**src/hdl/dtp_pkg.sv**
```systemverilog
// Drain tank pump controller: shared types, codes and reset constants.
// No dependencies; used by dtp_step and drain_tank_pump_controller.
package dtp_pkg;

  // drain level codes
  localparam logic [1:0] LVL_LOW     = 2'd0;
  localparam logic [1:0] LVL_MID     = 2'd1;
  localparam logic [1:0] LVL_HIGH    = 2'd2;
  localparam logic [1:0] LVL_ERR_LOW = 2'd3;

  // pump command codes
  localparam logic [1:0] CMD_NONE = 2'd0;
  localparam logic [1:0] CMD_ON   = 2'd1;
  localparam logic [1:0] CMD_OFF  = 2'd2;

  // configuration register indexes
  localparam int unsigned IDX_W = 3;
  localparam logic [IDX_W-1:0] REG_RO_TANK_MODE      = 3'd0;
  localparam logic [IDX_W-1:0] REG_INIT_DRAIN_LIMIT  = 3'd1;
  localparam logic [IDX_W-1:0] REG_STALE_WATER_LIMIT = 3'd2;
  localparam logic [IDX_W-1:0] REG_ERROR_LOW_MIN_ON  = 3'd3;
  localparam logic [IDX_W-1:0] REG_LOAD_CHECK_MIN_ON = 3'd4;

  localparam int unsigned DATA_W = 17;

  // reset values
  localparam logic [4:0]  STARTUP_TICKS       = 5'd30;
  localparam logic [9:0]  INIT_DRAIN_RESET    = 10'd200;
  localparam logic [16:0] STALE_LIMIT_RESET   = 17'd108000;
  localparam logic [9:0]  ERR_LOW_MIN_RESET   = 10'd300;
  localparam logic [9:0]  LOAD_CHECK_RESET    = 10'd150;

  typedef struct packed {
    logic        ro_tank_mode;
    logic [9:0]  init_drain_limit;
    logic [16:0] stale_water_limit;
    logic [9:0]  error_low_min_on;
    logic [9:0]  load_check_min_on;
  } cfg_t;

  typedef struct packed {
    logic [1:0] drain_level;
    logic       pump_is_on;
    logic       pump_loaded;
    logic       cold_low;
    logic       room_low;
    logic       bin_full;
    logic       start_init;
  } item_t;

  typedef struct packed {
    logic [4:0]  startup_hold;
    logic        init_finished;
    logic [9:0]  init_run_ticks;
    logic [1:0]  stored_level;
    logic [16:0] stale_count;
    logic [9:0]  error_low_count;
    logic [9:0]  load_check_count;
    logic        prev_bin_full;
  } state_t;

  typedef struct packed {
    logic [1:0] pump_command;
    logic       init_done;
    logic [1:0] level_seen;
  } result_t;

endpackage

```
**src/hdl/dtp_step.sv**
```systemverilog
// Drain tank pump controller: per-tick decision logic (combinational).
// Takes current state, config and one item; gives next state and result. Uses dtp_pkg.
module dtp_step (
  input  dtp_pkg::cfg_t    cfg,
  input  dtp_pkg::state_t  cur,
  input  dtp_pkg::item_t   item,
  output dtp_pkg::state_t  nxt,
  output dtp_pkg::result_t res
);

  logic [10:0] run_next;
  logic [1:0]  cmd;

  assign run_next = {1'b0, cur.init_run_ticks} + 11'd1;

  always_comb begin
    nxt = cur;
    cmd = dtp_pkg::CMD_NONE;

    if (item.start_init) begin
      nxt.init_finished = 1'b0;
    end

    if (cur.startup_hold != 5'd0) begin
      nxt.startup_hold = cur.startup_hold - 5'd1;
    end else begin
      nxt.stored_level = item.drain_level;
      if (!nxt.init_finished) begin
        // initial drain phase
        if (item.pump_is_on) begin
          if (!item.pump_loaded || run_next > {1'b0, cfg.init_drain_limit}) begin
            cmd                = dtp_pkg::CMD_OFF;
            nxt.init_run_ticks = 10'd0;
            nxt.init_finished  = 1'b1;
          end else begin
            nxt.init_run_ticks = run_next[9:0];
          end
        end
        if (cfg.ro_tank_mode) begin
          if (item.drain_level != dtp_pkg::LVL_LOW || (item.cold_low && item.room_low)) begin
            cmd = dtp_pkg::CMD_ON;
          end else begin
            nxt.init_finished = 1'b1;
          end
        end else begin
          cmd = dtp_pkg::CMD_ON;
        end
      end else if (!item.pump_is_on) begin
        // pump idle: look for a reason to start
        nxt.load_check_count = cfg.load_check_min_on;
        if (item.drain_level == dtp_pkg::LVL_HIGH) begin
          cmd = dtp_pkg::CMD_ON;
        end else if (item.drain_level == dtp_pkg::LVL_ERR_LOW) begin
          cmd                 = dtp_pkg::CMD_ON;
          nxt.error_low_count = cfg.error_low_min_on;
        end
        if (cur.prev_bin_full != item.bin_full) begin
          nxt.prev_bin_full = item.bin_full;
          if (item.bin_full && item.drain_level != dtp_pkg::LVL_LOW) begin
            cmd = dtp_pkg::CMD_ON;
          end
        end
        if (item.drain_level != dtp_pkg::LVL_MID) begin
          nxt.stale_count = cfg.stale_water_limit;
        end else if (cur.stale_count != 17'd0) begin
          nxt.stale_count = cur.stale_count - 17'd1;
        end else begin
          cmd = dtp_pkg::CMD_ON;
        end
      end else begin
        // pump running: stop rules
        nxt.stale_count = cfg.stale_water_limit;
        if (item.drain_level == dtp_pkg::LVL_LOW && cur.error_low_count == 10'd0) begin
          cmd = dtp_pkg::CMD_OFF;
        end else if (item.drain_level == dtp_pkg::LVL_MID ||
                     item.drain_level == dtp_pkg::LVL_LOW) begin
          if (!item.pump_loaded && cur.load_check_count == 10'd0) begin
            cmd = dtp_pkg::CMD_OFF;
          end
        end
        if (cur.error_low_count != 10'd0) begin
          nxt.error_low_count = cur.error_low_count - 10'd1;
        end
        if (cur.load_check_count != 10'd0) begin
          nxt.load_check_count = cur.load_check_count - 10'd1;
        end
      end
    end

    res.pump_command = cmd;
    res.init_done    = nxt.init_finished;
    res.level_seen   = nxt.stored_level;
  end

endmodule

```
**src/hdl/drain_tank_pump_controller.sv**
```systemverilog
// Drain tank pump controller, top level: handshakes, config and state registers.
// Depends on dtp_pkg and dtp_step.
//
// One transaction on the input channel is one control tick. The block takes a
// transaction every clock cycle while not stalled; each is captured in an input
// register, run through the tick logic in a single pass and written to the
// result register, so each tick passes the input register and then the result
// register, and the sustained rate is one transaction per cycle while the far
// side does not stall. The result register is the only output buffer: when the
// far side stalls, the tick holding in the input register waits and in_stall is
// raised. in_stall is also high during reset. Ticks are applied to the controller
// state in arrival order. The first 30 ticks after reset are a start-up hold:
// they give no pump command and do not store the level. Configuration registers
// are written through wr_en/wr_index/wr_data and should only be changed while no
// transaction is in flight; indexes past the last register are ignored.
module drain_tank_pump_controller (
  input  logic                      clk,
  input  logic                      rst,
  // configuration
  input  logic                      wr_en,
  input  logic [dtp_pkg::IDX_W-1:0] wr_index,
  input  logic [dtp_pkg::DATA_W-1:0] wr_data,
  // input channel
  input  logic                      in_valid,
  output logic                      in_stall,
  input  logic [1:0]                drain_level,
  input  logic                      pump_is_on,
  input  logic                      pump_loaded,
  input  logic                      cold_low,
  input  logic                      room_low,
  input  logic                      bin_full,
  input  logic                      start_init,
  // output channel
  output logic                      out_valid,
  input  logic                      out_stall,
  output logic [1:0]                pump_command,
  output logic                      init_done,
  output logic [1:0]                level_seen
);

  dtp_pkg::cfg_t    cfg;
  dtp_pkg::state_t  state;
  dtp_pkg::state_t  state_next;
  dtp_pkg::item_t   stage_item;
  dtp_pkg::result_t step_res;
  dtp_pkg::result_t result;
  logic             stage_valid;
  logic             advance;
  logic             accept;

  // stage moves on when the result register is empty or being emptied
  assign advance  = stage_valid && (!out_valid || !out_stall);
  assign in_stall = rst || (stage_valid && !advance);
  assign accept   = in_valid && !in_stall;

  // configuration registers
  always_ff @(posedge clk) begin
    if (rst) begin
      cfg.ro_tank_mode      <= 1'b0;
      cfg.init_drain_limit  <= dtp_pkg::INIT_DRAIN_RESET;
      cfg.stale_water_limit <= dtp_pkg::STALE_LIMIT_RESET;
      cfg.error_low_min_on  <= dtp_pkg::ERR_LOW_MIN_RESET;
      cfg.load_check_min_on <= dtp_pkg::LOAD_CHECK_RESET;
    end else if (wr_en) begin
      unique case (wr_index)
        dtp_pkg::REG_RO_TANK_MODE:      cfg.ro_tank_mode      <= wr_data[0];
        dtp_pkg::REG_INIT_DRAIN_LIMIT:  cfg.init_drain_limit  <= wr_data[9:0];
        dtp_pkg::REG_STALE_WATER_LIMIT: cfg.stale_water_limit <= wr_data[16:0];
        dtp_pkg::REG_ERROR_LOW_MIN_ON:  cfg.error_low_min_on  <= wr_data[9:0];
        dtp_pkg::REG_LOAD_CHECK_MIN_ON: cfg.load_check_min_on <= wr_data[9:0];
        default: ;
      endcase
    end
  end

  // input register
  always_ff @(posedge clk) begin
    if (rst) begin
      stage_valid <= 1'b0;
    end else if (!in_stall) begin
      stage_valid <= in_valid;
    end
  end

  always_ff @(posedge clk) begin
    if (accept) begin
      stage_item.drain_level <= drain_level;
      stage_item.pump_is_on  <= pump_is_on;
      stage_item.pump_loaded <= pump_loaded;
      stage_item.cold_low    <= cold_low;
      stage_item.room_low    <= room_low;
      stage_item.bin_full    <= bin_full;
      stage_item.start_init  <= start_init;
    end
  end

  dtp_step u_step (
    .cfg  (cfg),
    .cur  (state),
    .item (stage_item),
    .nxt  (state_next),
    .res  (step_res)
  );

  // controller state, committed as each tick leaves the input register
  always_ff @(posedge clk) begin
    if (rst) begin
      state.startup_hold     <= dtp_pkg::STARTUP_TICKS;
      state.init_finished    <= 1'b0;
      state.init_run_ticks   <= 10'd0;
      state.stored_level     <= dtp_pkg::LVL_LOW;
      state.stale_count      <= dtp_pkg::STALE_LIMIT_RESET;
      state.error_low_count  <= 10'd0;
      state.load_check_count <= 10'd0;
      state.prev_bin_full    <= 1'b0;
    end else if (advance) begin
      state <= state_next;
    end
  end

  // result register
  always_ff @(posedge clk) begin
    if (rst) begin
      out_valid <= 1'b0;
    end else if (advance) begin
      out_valid <= 1'b1;
    end else if (!out_stall) begin
      out_valid <= 1'b0;
    end
  end

  always_ff @(posedge clk) begin
    if (advance) begin
      result <= step_res;
    end
  end

  assign pump_command = result.pump_command;
  assign init_done    = result.init_done;
  assign level_seen   = result.level_seen;

`ifndef SYNTHESIS
  // a tick inside the start-up hold never commands the pump
  assert property (@(posedge clk) disable iff (rst)
    (advance && state.startup_hold != 5'd0) |=> (pump_command == dtp_pkg::CMD_NONE))
    else $error("pump command issued during start-up hold");

  // the stored level is frozen during the start-up hold
  assert property (@(posedge clk) disable iff (rst)
    (advance && state.startup_hold != 5'd0) |=> $stable(state.stored_level))
    else $error("stored level changed during start-up hold");

  // state only changes when a tick leaves the input register
  assert property (@(posedge clk) disable iff (rst)
    !advance |=> $stable(state))
    else $error("controller state changed without a tick");

  // only the defined command codes are produced
  assert property (@(posedge clk) disable iff (rst)
    out_valid |-> (pump_command == dtp_pkg::CMD_NONE || pump_command == dtp_pkg::CMD_ON ||
                   pump_command == dtp_pkg::CMD_OFF))
    else $error("invalid pump command code");
`endif

endmodule
```
**config.mk**
```make
export PLATFORM = sky130hd
export DESIGN_NAME = drain_tank_pump_controller
export DESIGN_NICKNAME = d
export VERILOG_FILES = /design/src/hdl/dtp_pkg.sv /design/src/hdl/dtp_step.sv /design/src/hdl/drain_tank_pump_controller.sv
export SDC_FILE = /design/constraint.sdc
export NUM_CORES = 1
export LEC_CHECK = 0
export ABC_AREA = 1
export BUFFER_PORTS_ARGS = -buffer_cell sky130_fd_sc_hd__buf_2
export CAP_MARGIN = 15
export CORE_MARGIN = 5
export CORE_UTILIZATION = 45
export DETAILED_ROUTE_END_ITERATION = 7
export GPL_ROUTABILITY_DRIVEN = 1
export HOLD_SLACK_MARGIN = 0.06
export PLACE_DENSITY = 0.76
export SYNTH_ARGS = -nofsm -noshare
export SYNTH_HDL_FRONTEND = slang
export SYNTH_SLANG_ARGS = --single-unit
```
**constraint.sdc**
```tcl
create_clock -name clk -period 2.5 [get_ports clk]
set_input_delay 0.125 -clock clk [delete_from_list [all_inputs] [get_ports clk]]
set_output_delay 0.125 -clock clk [all_outputs]
set_load 0.01 [all_outputs]
```
==> results.cfg, run 1 <==
[yosys]
synth_cell_types = 42
synth_async_sr_flop_share_pct = 0
ys_seq_elements = 119
synth_area_leaders = dfxtp_1 37%, nand2_1 12%, o21ai_0 7.3%, nor2_1 6.9%, edfxtp_1 6.8%
synth_most_common_cell = nand2_1
synth_area_um2 = 5779
yosysWarnings = 0
synth_nets = 846
syn_inst = 798
ys_seq_area_share_pct = 43.47
avgSynthCellArea_um2 = 7.242
synth_top_area_cell = dfxtp_1
synth_common_cells = 191 x nand2_1, 106 x dfxtp_1, 106 x nor2_1, 84 x o21ai_0, 72 x inv_1
synth_top_area_share_pct = 36.72
synthFlopType = dfxtp_1
synth_edf_count = 13

[global_routing]
grt_start_max_net_pins = 76
grt_pass1_wl_mm = 24.24
antenna_found_initial = 0
grt_usage_pct = 20.30
grt_remaining_overflow = 0
grt_pass1_vias = 5156

[place]
place.detailed.hpwl_mm = 9.103
dp_slack_ps = -154.3
gp_congestion = 0.8605
numPortBuffers = 39

[die]
fp.dieW_um = 123.3
core.rowCount = 41
pin_count = 40
start_util_pct = 45.80
dieArea_um2 = 15210
core_area_um2 = 12620
dieHeight_um = 123.3

[status]
status = finished with violations
violations = setup timing

[timing]
period_share_pct = 105.8
rsz0062_at_grt = yes
skew_ps = 8.654
fmax_mhz = 378.0
hold_viol_final = 0
fin_crit_ps = 2645
worst_pin_slew_ps = 804.8
max_slew_margin_pct = 46.35
setup_ws_ps = -145.4
final_max_slew_viol_count = 0
finalSetupViolCount = 11

[critical_path]
reg2regPathDepth = 18
rr_startpoint = state[40]
crit_required_ps = 2850
rrSetupSlack_ps = -150
cpMostUsedCell = nand2_1
critPathMaxStageDelay_ps = 360
timing.rr.end = state[46]
critical_path_buf_inv_count = 2
cpMaxStageDelayCell = dfxtp_4
cp-end-kind = flip-flop
cpLargestDelayFamily = simple AND/OR/NAND/NOR gates
crit_chain = ha_4 -> buf_4 -> xor2_1 -> ha_1 -> a21oi_1 -> nand2_1 -> nand2_1 -> nand2_1 -> nand2_1 -> nand2_1 -> nand2_1 -> nand2_1 -> nand2_2 -> nand2_4 -> nor2_4 -> buf_6 -> nand2_2 -> a21oi_2
startpoint_type = flip-flop
crit_fanout = 5
cp_data_arrival_time_ps = 2990
path_class = flip-flop to flip-flop

[clock_tree]
cts_tree = done
cts.path.max_buffers = 2
path_clk_slew_ps = 60
htree_num_levels = 4
clock_latency_ps = 430
cts.sinks = 119
root_buffer = clkbuf_16
cts_made_buffers = 17

[min_path]
hold_end = cfg[47]
hp-class = input pin to flip-flop
min_from = wr_en
hold_path_depth = 5

[cells_and_area]
final_nets = 936
drive_gt1_share_pct = 18.65
area_delta_synth_final_pct = 28.04
diodes = 0

[power]
netSwitchingFraction_pct = 24.03
p_seq_share_pct = 42.9
ir_drop_mv = 0.4498
p_leak_nw = 3.239
share_comb_of_total_power_pct = 5.6
p_per_area_nw_per_um2 = 628.0
pwr-share-clk_pct = 51.5
intPower_mw = 3.530
power_mw = 4.647
p_sw_mw = 1.117

[route]
wl_per_cell_um = 13.94
vias = 5467
viasPerCell = 5.095
wirelength_mm = 14.96
antenna_left = 0
drt-initial-drc-count = 440
first_pass_iters = 4
drc = 0

[job]
drv_cap = 0
==> worst reg2reg max path, cell delays in order, from the launching register on <==
cell and delay, ps:
dfxtp_4 360, ha_4 170, buf_4 130, xor2_1 270, ha_1 340, a21oi_1 220
nand2_1 90, nand2_1 60, nand2_1 60, nand2_1 60, nand2_1 50, nand2_1 60
nand2_1 70, nand2_2 90, nand2_4 70, nor2_4 150, buf_6 150, nand2_2 50
a21oi_2 120
==> worst max-delay path by stage <==
stage                   start   endpoint  slack (ps)  cells after the start
floorplan           state[40]  state[41]          20                     20
global placement    state[41]  state[45]         -90                     21
detailed placement  state[41]  state[48]        -150                     21
CTS                 state[41]  state[45]         0.6                     21
global route        state[40]  state[43]        -270                     18
finish              state[40]  state[46]        -150                     18
==> timing repair <==
| item | 4_1_cts | 5_1_grt |
|---|---|---|
| setup endpoints to repair | 13 | 17 |
| setup buffers | 3 | 5 |
| resized for setup | 33 | 22 |
| pin swaps | 21 | 13 |
| endpoints found under the hold margin | 46 | 0 |
| hold buffers | 30 | 0 |
==> state kept, by name, summed over array words and instances (netlist names) <==
signal,cells
out_valid,1
level_seen,2
init_done,1
cfg,48
stage_item,8
pump_command,2
stage_valid,1
state,56
==> layout make-up <==
type	count	area (µm²)
Fill cell	1146	5220
Multi-Input combinational cell	572	3042
Sequential cell	119	2520
Timing Repair Buffer	99	735.7
Clock buffer	19	464.2
Inverter	79	301.5
Tap cell	172	215.2
Clock inverter	13	121.4
==> metal layers <==
| metal | share of wire (%) | wire length [µm] | track usage, % | up-vias |
|---|---|---|---|---|
| li1 | - | - | - | 2785 |
| met1 | 43 | 6451 | 24.67 | 2522 |
| met2 | 50 | 7491 | 34.45 | 132 |
| met3 | 4.8 | 713 | 5.169 | 28 |
| met4 | 2.0 | 298 | 7.820 | 0 |
| met5 | 0 | 0 | 0 | - |
==> cell families (layout without fill, tap and decap cells) <==
kind of cell / after synthesis / in the layout / synth area share, %
compound gates: 164 / 164 / 15.63
xor+xnor: 21 / 21 / 3.183
fa+ha+maj: 15 / 15 / 3.247
buf+inv: 107 / 210 / 7.404
flops: 119 / 119 / 43.47
mux: 1 / 1 / 0.1732
simple gates: 371 / 371 / 26.89
==> placed cells by master (no fill, tap or decap), drive strengths merged, types with 13 or more instances in the layout <==
master,synthesis,routed
ha,15,15
nor2,114,114
dfxtp,106,106
inv,76,78
nand3,40,40
o21ai,86,86
buf,6,69
edfxtp,13,13
xor2,13,13
clkbuf,22,19
a21oi,53,53
nand2,196,196
dlygate4sd3,0,30
==> power by group through the flow <==
| stage | sequential [mW] | combinational, mW | clock [mW] |
|---|---|---|---|
| after CTS | 1.99 | 0.253 | 2.42 |
| after global routing | 2.00 | 0.289 | 2.51 |
| after floorplan | 2.03 | 0.131 | 0 |
| final | 1.99 | 0.261 | 2.39 |
| after detailed placement | 2.03 | 0.212 | 0 |
| after global placement | 2.03 | 0.209 | 0 |
==> per-stage QoR <==
| stage | setup TNS, ps | hold WS (ps) | instances | util (%) | area, µm² |
|---|---|---|---|---|---|
| 2_1_floorplan | 0 | 223.9 | 798 | - | 5779 |
| 3_3_place_gp | -630.6 | 301.2 | 1003 | 49.34 | 6226 |
| 3_5_place_dp | -1203 | 304.4 | 1003 | 49.34 | 6226 |
| 4_1_cts | 0 | 66.90 | 1068 | 57.70 | 7282 |
| 5_1_grt | -2798 | 92.18 | 1073 | 58.64 | 7400 |
| 6_report | -1186 | 82.71 | 1073 | 58.64 | 7400 |
(Power assumes the default switching activity.)
==> inputs of run 2 (changes only) <==
--- a/config.mk
+++ b/config.mk
@@ -14,6 +14,7 @@
 export GPL_ROUTABILITY_DRIVEN = 1
 export HOLD_SLACK_MARGIN = 0.06
 export PLACE_DENSITY = 0.76
+export SETUP_SLACK_MARGIN = 0.15
 export SYNTH_ARGS = -nofsm -noshare
 export SYNTH_HDL_FRONTEND = slang
 export SYNTH_SLANG_ARGS = --single-unit
==> run 2 against run 1 <==
  * The run still ends with setup timing left
  * Register-to-register slack about the same
  * Sequential cell count unchanged
  * Clock power decreased by 2%
  * Critical path depth increased by 2
  * Highest routed layer unchanged
==> results.cfg, run 2 (synthesized netlist as in run 1, its figures left out) <==
[die]
pin_count = 40
dieHeight_um = 123.3
core_area_um2 = 12620
dieArea_um2 = 15210
fp.dieW_um = 123.3
core.rowCount = 41
start_util_pct = 45.80

[route]
wl_per_cell_um = 14.03
wirelength_mm = 15.13
drc = 0
vias = 5529
drt-initial-drc-count = 463
antenna_left = 0
first_pass_iters = 5
viasPerCell = 5.129

[power]
power_mw = 4.601
ir_drop_mv = 0.4886
p_per_area_nw_per_um2 = 620.2
p_leak_nw = 3.274

[critical_path]
path_class = flip-flop to flip-flop
cp_data_arrival_time_ps = 3010
crit_required_ps = 2850
crit_fanout = 5
cp-end-kind = flip-flop
startpoint_type = flip-flop

[cells_and_area]
largest_register = state
final_common_cell = nand2_1
diodes = 0
final_nets = 941
area_delta_synth_final_pct = 28.36
regArea_um2 = 2519
drive_gt1_share_pct = 19.87
multi_input_area_um2 = 3065
reg_top3 = state x56, cfg x48, stage_item x8
nFillCells = 1104
largest_reg_flops = 56
mostFrequentLayoutCells = 176 x nand2_1, 103 x dfxtp_1, 99 x nor2_1

[timing]
finalSetupViolCount = 13
rsz0062_at_grt = yes
fin_crit_ps = 2656
whs_ps = 80.14
setup_ws_ps = -155.8
skew_ps = 7.528
max_slew_margin_pct = 49.60
worst_pin_slew_ps = 753.2
hold_viol_final = 0
period_share_pct = 106.2
fmax_mhz = 376.5
final_max_slew_viol_count = 0

[min_path]
hp-class = input pin to flip-flop

[clock_tree]
cts_tree = done
htree_num_levels = 4
cts.sinks = 119
clock_latency_ps = 420
cts_made_buffers = 17
root_buffer = clkbuf_16
cts.path.max_buffers = 2
path_clk_slew_ps = 50

[global_routing]
grt_pass1_vias = 5100
grt_remaining_overflow = 0
grt_start_max_net_pins = 76
grt_usage_pct = 20.57
grt_pass1_wl_mm = 24.50
antenna_found_initial = 0

[place]
gp_congestion = 0.8326
place.detailed.hpwl_mm = 9.322
numPortBuffers = 39

[status]
status = finished with violations
violations = setup timing

[job]
drv_cap = 0
==> run 2: cell types whose count changed in the layout (fill, tap and decap cells not counted), moves of 3 or more <==
cell | previous run | this run
buf_4 | 26 | 35
clkbuf_1 | 0 | 3
clkinv_2 | 2 | 7
clkinv_4 | 3 | 0
clkinvlp_4 | 5 | 1
dlygate4sd3_1 | 30 | 27
inv_1 | 70 | 67
inv_2 | 4 | 7
==> run 2: where the power goes <==
part / leakage, nW / internal [mW] / total (mW) / switching (mW)
Combinational: 2.01 / 0.103 / 0.263 / 0.160
Sequential: 0.985 / 1.97 / 2.00 / 0.0219
Clock: 0.283 / 1.50 / 2.34 / 0.840
==> run 2: path summary, 6_finish.rpt <==
path / start / endpoint / slack, ps / depth (start not counted)
setup / recovery: state[40] / state[43] / -160 / 20
hold / removal: wr_index[2] / cfg[47] / 80 / 4
setup reg to reg: state[40] / state[43] / -160 / 20
hold reg to reg: cfg[27] / cfg[27] / 450 / 2
==> run 2: per-stage QoR <==
step	cell area (µm²)	util [%]	worst slack [ps]	instances	TNS, ps
after floorplan	5807	-	151.2	798	0
after global placement	6216	49.26	21.79	998	0
after detailed placement	6216	49.26	-91.86	998	-736.0
after CTS	7286	57.73	84.60	1072	0
after global routing	7418	58.78	-267.0	1078	-2599
final	7418	58.78	-155.8	1078	-1075
==> run 2: worst max-delay path, cell delays in order, from the launching register on <==
cell,delay [ps]
dfxtp_4,370
ha_4,150
nand2_4,60
nor2_4,170
a31oi_4,100
or2_4,250
inv_4,60
ha_4,210
nand2_4,80
nand2_2,50
a21oi_2,110
nand2_1,90
nand2_1,90
nand2_1,50
nand2_1,60
nand2_1,60
nand2_2,80
nand2_4,90
nor2_4,200
nand2_1,120
a21oi_2,130
==> run 2: area by class of cell <==
cell class | instances | share of cell area [%]
clock buffer | 22 | 6.257
timing repair buffer | 103 | 10.12
sequential | 119 | 33.95
tap | 172 | 2.901
clock inverter | 10 | 1.383
inverter | 79 | 4.065
multi-input combinational | 573 | 41.32
==> run 2: what timing repair did <==
| action | in CTS | in global routing |
|---|---|---|
| hold endpoints to repair | 41 | 0 |
| buffers inserted | 14 | 6 |
| gates cloned | 1 | 0 |
| gates resized for setup | 31 | 24 |
| hold buffers | 27 | 0 |
| pin swaps | 27 | 16 |
| setup endpoints to repair | 13 | 31 |
==> run 2: metal layers <==
layer	wire length [µm]	GRT usage [%]	part of all wire (%)	vias up
met3	829	5.672	5.5	38
li1	-	-	-	2790
met1	6619	25.71	44	2548
met2	7241	34.11	48	153
met4	435	7.197	2.9	0
met5	0	0	0	-
==> inputs of run 3 (changes only) <==
--- a/config.mk
+++ b/config.mk
@@ -13,8 +13,9 @@
 export DETAILED_ROUTE_END_ITERATION = 7
 export GPL_ROUTABILITY_DRIVEN = 1
 export HOLD_SLACK_MARGIN = 0.06
-export PLACE_DENSITY = 0.76
+export PLACE_DENSITY = 0.75
 export SETUP_SLACK_MARGIN = 0.15
 export SYNTH_ARGS = -nofsm -noshare
 export SYNTH_HDL_FRONTEND = slang
+export SYNTH_HIERARCHICAL = 1
 export SYNTH_SLANG_ARGS = --single-unit
==> run 3 against run 2 <==
  * The run still ends with setup timing left
  * Sequential share of layout area down 3.8 points
  * Register-to-register slack improved by 130 ps
  * Clock power grew 9.0%
  * Clock-buffer cell count is 5 lower
  * Setup slack improved by 130 ps
  * Synthesized area up 21%
  * Non-clock buffer count fell by 19
  * Sequential cell count did not move
  * Routed wire length up 24%
==> results.cfg, run 3 <==
[cells_and_area]
area_delta_synth_final_pct = 19.60
largest_register = state
reg_top3 = state x56, cfg x48, stage_item x8
largest_reg_flops = 56
multi_input_area_um2 = 3961
final_nets = 1178
final_common_cell = nand2_1
regArea_um2 = 2529
mostFrequentLayoutCells = 246 x nand2_1, 199 x nor2_1, 101 x nand3_1, 101 x inv_1, 99 x dfxtp_1
instances_no_fill = 1354
drive_gt1_share_pct = 13.47
nFillCells = 1442
diodes = 0

[route]
drt-initial-drc-count = 626
viasPerCell = 5.185
drc = 0
vias = 7021
wl_per_cell_um = 13.81
wirelength_mm = 18.70
first_pass_iters = 5
antenna_left = 0

[die]
pin_count = 40
start_util_pct = 45.98
dieHeight_um = 134.9
core_area_um2 = 15260
core.rowCount = 45
dieArea_um2 = 18190
fp.dieW_um = 134.9

[job]
drv_cap = 0

[yosys]
synth_top_area_cell = dfxtp_1
synth_async_sr_flop_share_pct = 0
synth_common_cells = 248 x nand2_1, 202 x nor2_1, 106 x dfxtp_1, 103 x inv_1, 103 x nand3_1
synth_top_family_by_area = simple AND/OR/NAND/NOR gates
synth_area_um2 = 7015
synth_most_common_cell = nand2_1
synth_top_area_share_pct = 30.25
synth_xor_area_share_pct = 3.496
synthAdderAreaFrac_pct = 2.675
synth_area_leaders = dfxtp_1 30%, nand2_1 13%, nor2_1 11%, nand3_1 7.3%, o21ai_0 6.4%
syn_inst = 1072
synth_nets = 1120
yosys.area_share.simple_pct = 36.85
yosysWarnings = 6
avgSynthCellArea_um2 = 6.544
synth-compound-area-share_pct = 11.66
synth_edf_count = 13
synth_mux_area_share_pct = 0
ys_seq_area_share_pct = 35.81
synthFlopType = dfxtp_1
ys_seq_elements = 119
synth_cell_types = 37

[timing]
hold_viol_final = 0
finalSetupTns_ps = -22.46
final_max_slew_viol_count = 0
max_slew_margin_pct = 58.85
setup_ws_ps = -22.46
fin_crit_ps = 2522
rsz0062_at_grt = yes
period_share_pct = 100.9
worst_pin_slew_ps = 615.8
skew_ps = 5.739
fmax_mhz = 396.4
finalSetupViolCount = 1

[place]
gp_congestion = 0.8752
numPortBuffers = 39
place.detailed.hpwl_mm = 12.33
dpl.cell_count = 1292

[status]
violations = setup timing
status = finished with violations

[critical_path]
rrSetupSlack_ps = -20
crit_required_ps = 2840
crit_fanout = 5
startpoint_type = flip-flop
path_class = flip-flop to flip-flop
cp_data_arrival_time_ps = 2860
cp-end-kind = flip-flop

[clock_tree]
clock_latency_ps = 420
cts_tree = done
cts_made_buffers = 17
root_buffer = clkbuf_16
path_clk_slew_ps = 60
cts.sinks = 119
cts.path.max_buffers = 2
htree_num_levels = 4

[min_path]
hp-class = input pin to flip-flop

[global_routing]
grt_usage_pct = 20.63
grt_remaining_overflow = 0
grt_pass1_wl_mm = 30.77
grt_start_max_net_pins = 58
antenna_found_initial = 0
grt_pass1_vias = 6328

[power]
ir_drop_mv = 0.4531
p_leak_nw = 3.820
p_per_area_nw_per_um2 = 652.3
==> run 3: cell count changes after synthesis, sizes merged, moves of 7 or more <==
cell and change:
nand2 +58, xnor2 -8, o21ai +12, a31oi -7
inv +32, nand3 +66, xor2 +15, clkbuf -7
a21oi -22, nor2 +104, buf +25, nand4 +7
==> run 3: layer usage <==
| layer | part of all wire, % | GRT usage [%] |
|---|---|---|
| met1 | 44 | 27.18 |
| met2 | 47 | 33.27 |
| met4 | 2.9 | 7.749 |
| met3 | 5.9 | 4.434 |
| met5 | 0 | 0 |
==> run 3: power breakdown <==
group          switching [mW]  internal [mW]  leakage (nW)  total [mW]
clock                   0.898           1.65         0.287        2.55
combinational           0.508          0.301          2.54       0.809
sequential             0.0846           2.03         0.994        2.12
total                    1.49           3.98          3.82        5.47
==> run 3: kinds of logic (layout without fill, tap and decap cells) <==
family	after synthesis	in the layout
buf+inv	154	224
compound gates	152	152
xor+xnor	28	28
flops	119	119
fa+ha+maj	15	15
simple gates	604	605
==> run 3: worst paths after layout <==
| check | from | end | depth (start not counted) |
|---|---|---|---|
| worst max-delay path | state[41] | state[48] | 15 |
| worst min-delay path | wr_data[12] | cfg[32] | 5 |
| worst max register to register | state[41] | state[48] | 15 |
| worst min register to register | cfg[13] | cfg[13] | 2 |
==> run 3: what timing repair did <==
item                                   in CTS  in global routing
endpoints found under the hold margin      30                  0
cloned                                      0                  1
pin swaps                                   2                 26
gates resized for setup                    12                 29
setup endpoints to repair                  12                 21
setup buffers                               0                  5
hold buffers                               24                  0
==> run 3: cell type report <==
cell class | instances | area share [%]
clock buffers | 17 | 5.070
clock inverters | 15 | 2.207
inverters | 108 | 4.861
multi-input cells | 800 | 47.21
flip-flops and latches | 119 | 30.14
well taps | 211 | 3.146
repair buffers | 84 | 7.367
==> run 3: per-stage QoR <==
stage / util, % / hold WS, ps / setup slack [ps] / total power, mW / instance area [µm²]
after global placement: 48.26 / 302.0 / 89.31 / 2.873 / 7363
after global routing: 54.99 / 81.39 / -116.5 / 5.700 / 8391
after floorplan: - / 194.1 / 178.1 / 2.696 / 7020
after CTS: 54.09 / 60.94 / 151.7 / 5.463 / 8253
final: 54.99 / 74.90 / -22.46 / 5.473 / 8391
after detailed placement: 48.26 / 305.9 / 17.43 / 2.891 / 7363
==> run 3: critical path, stage by stage, from the launching register on <==
cell     delay (ps)
dfxtp_4         380
ha_4            140
nand3_4          90
nor2_4          120
nand3_2         110
xor2_1          170
inv_1           100
ha_4            210
a21o_1          200
a21oi_2         170
nand2_1          90
nand2_2         140
nand2_4         100
o22ai_1         130
o21ai_0         130
nor2_1          150
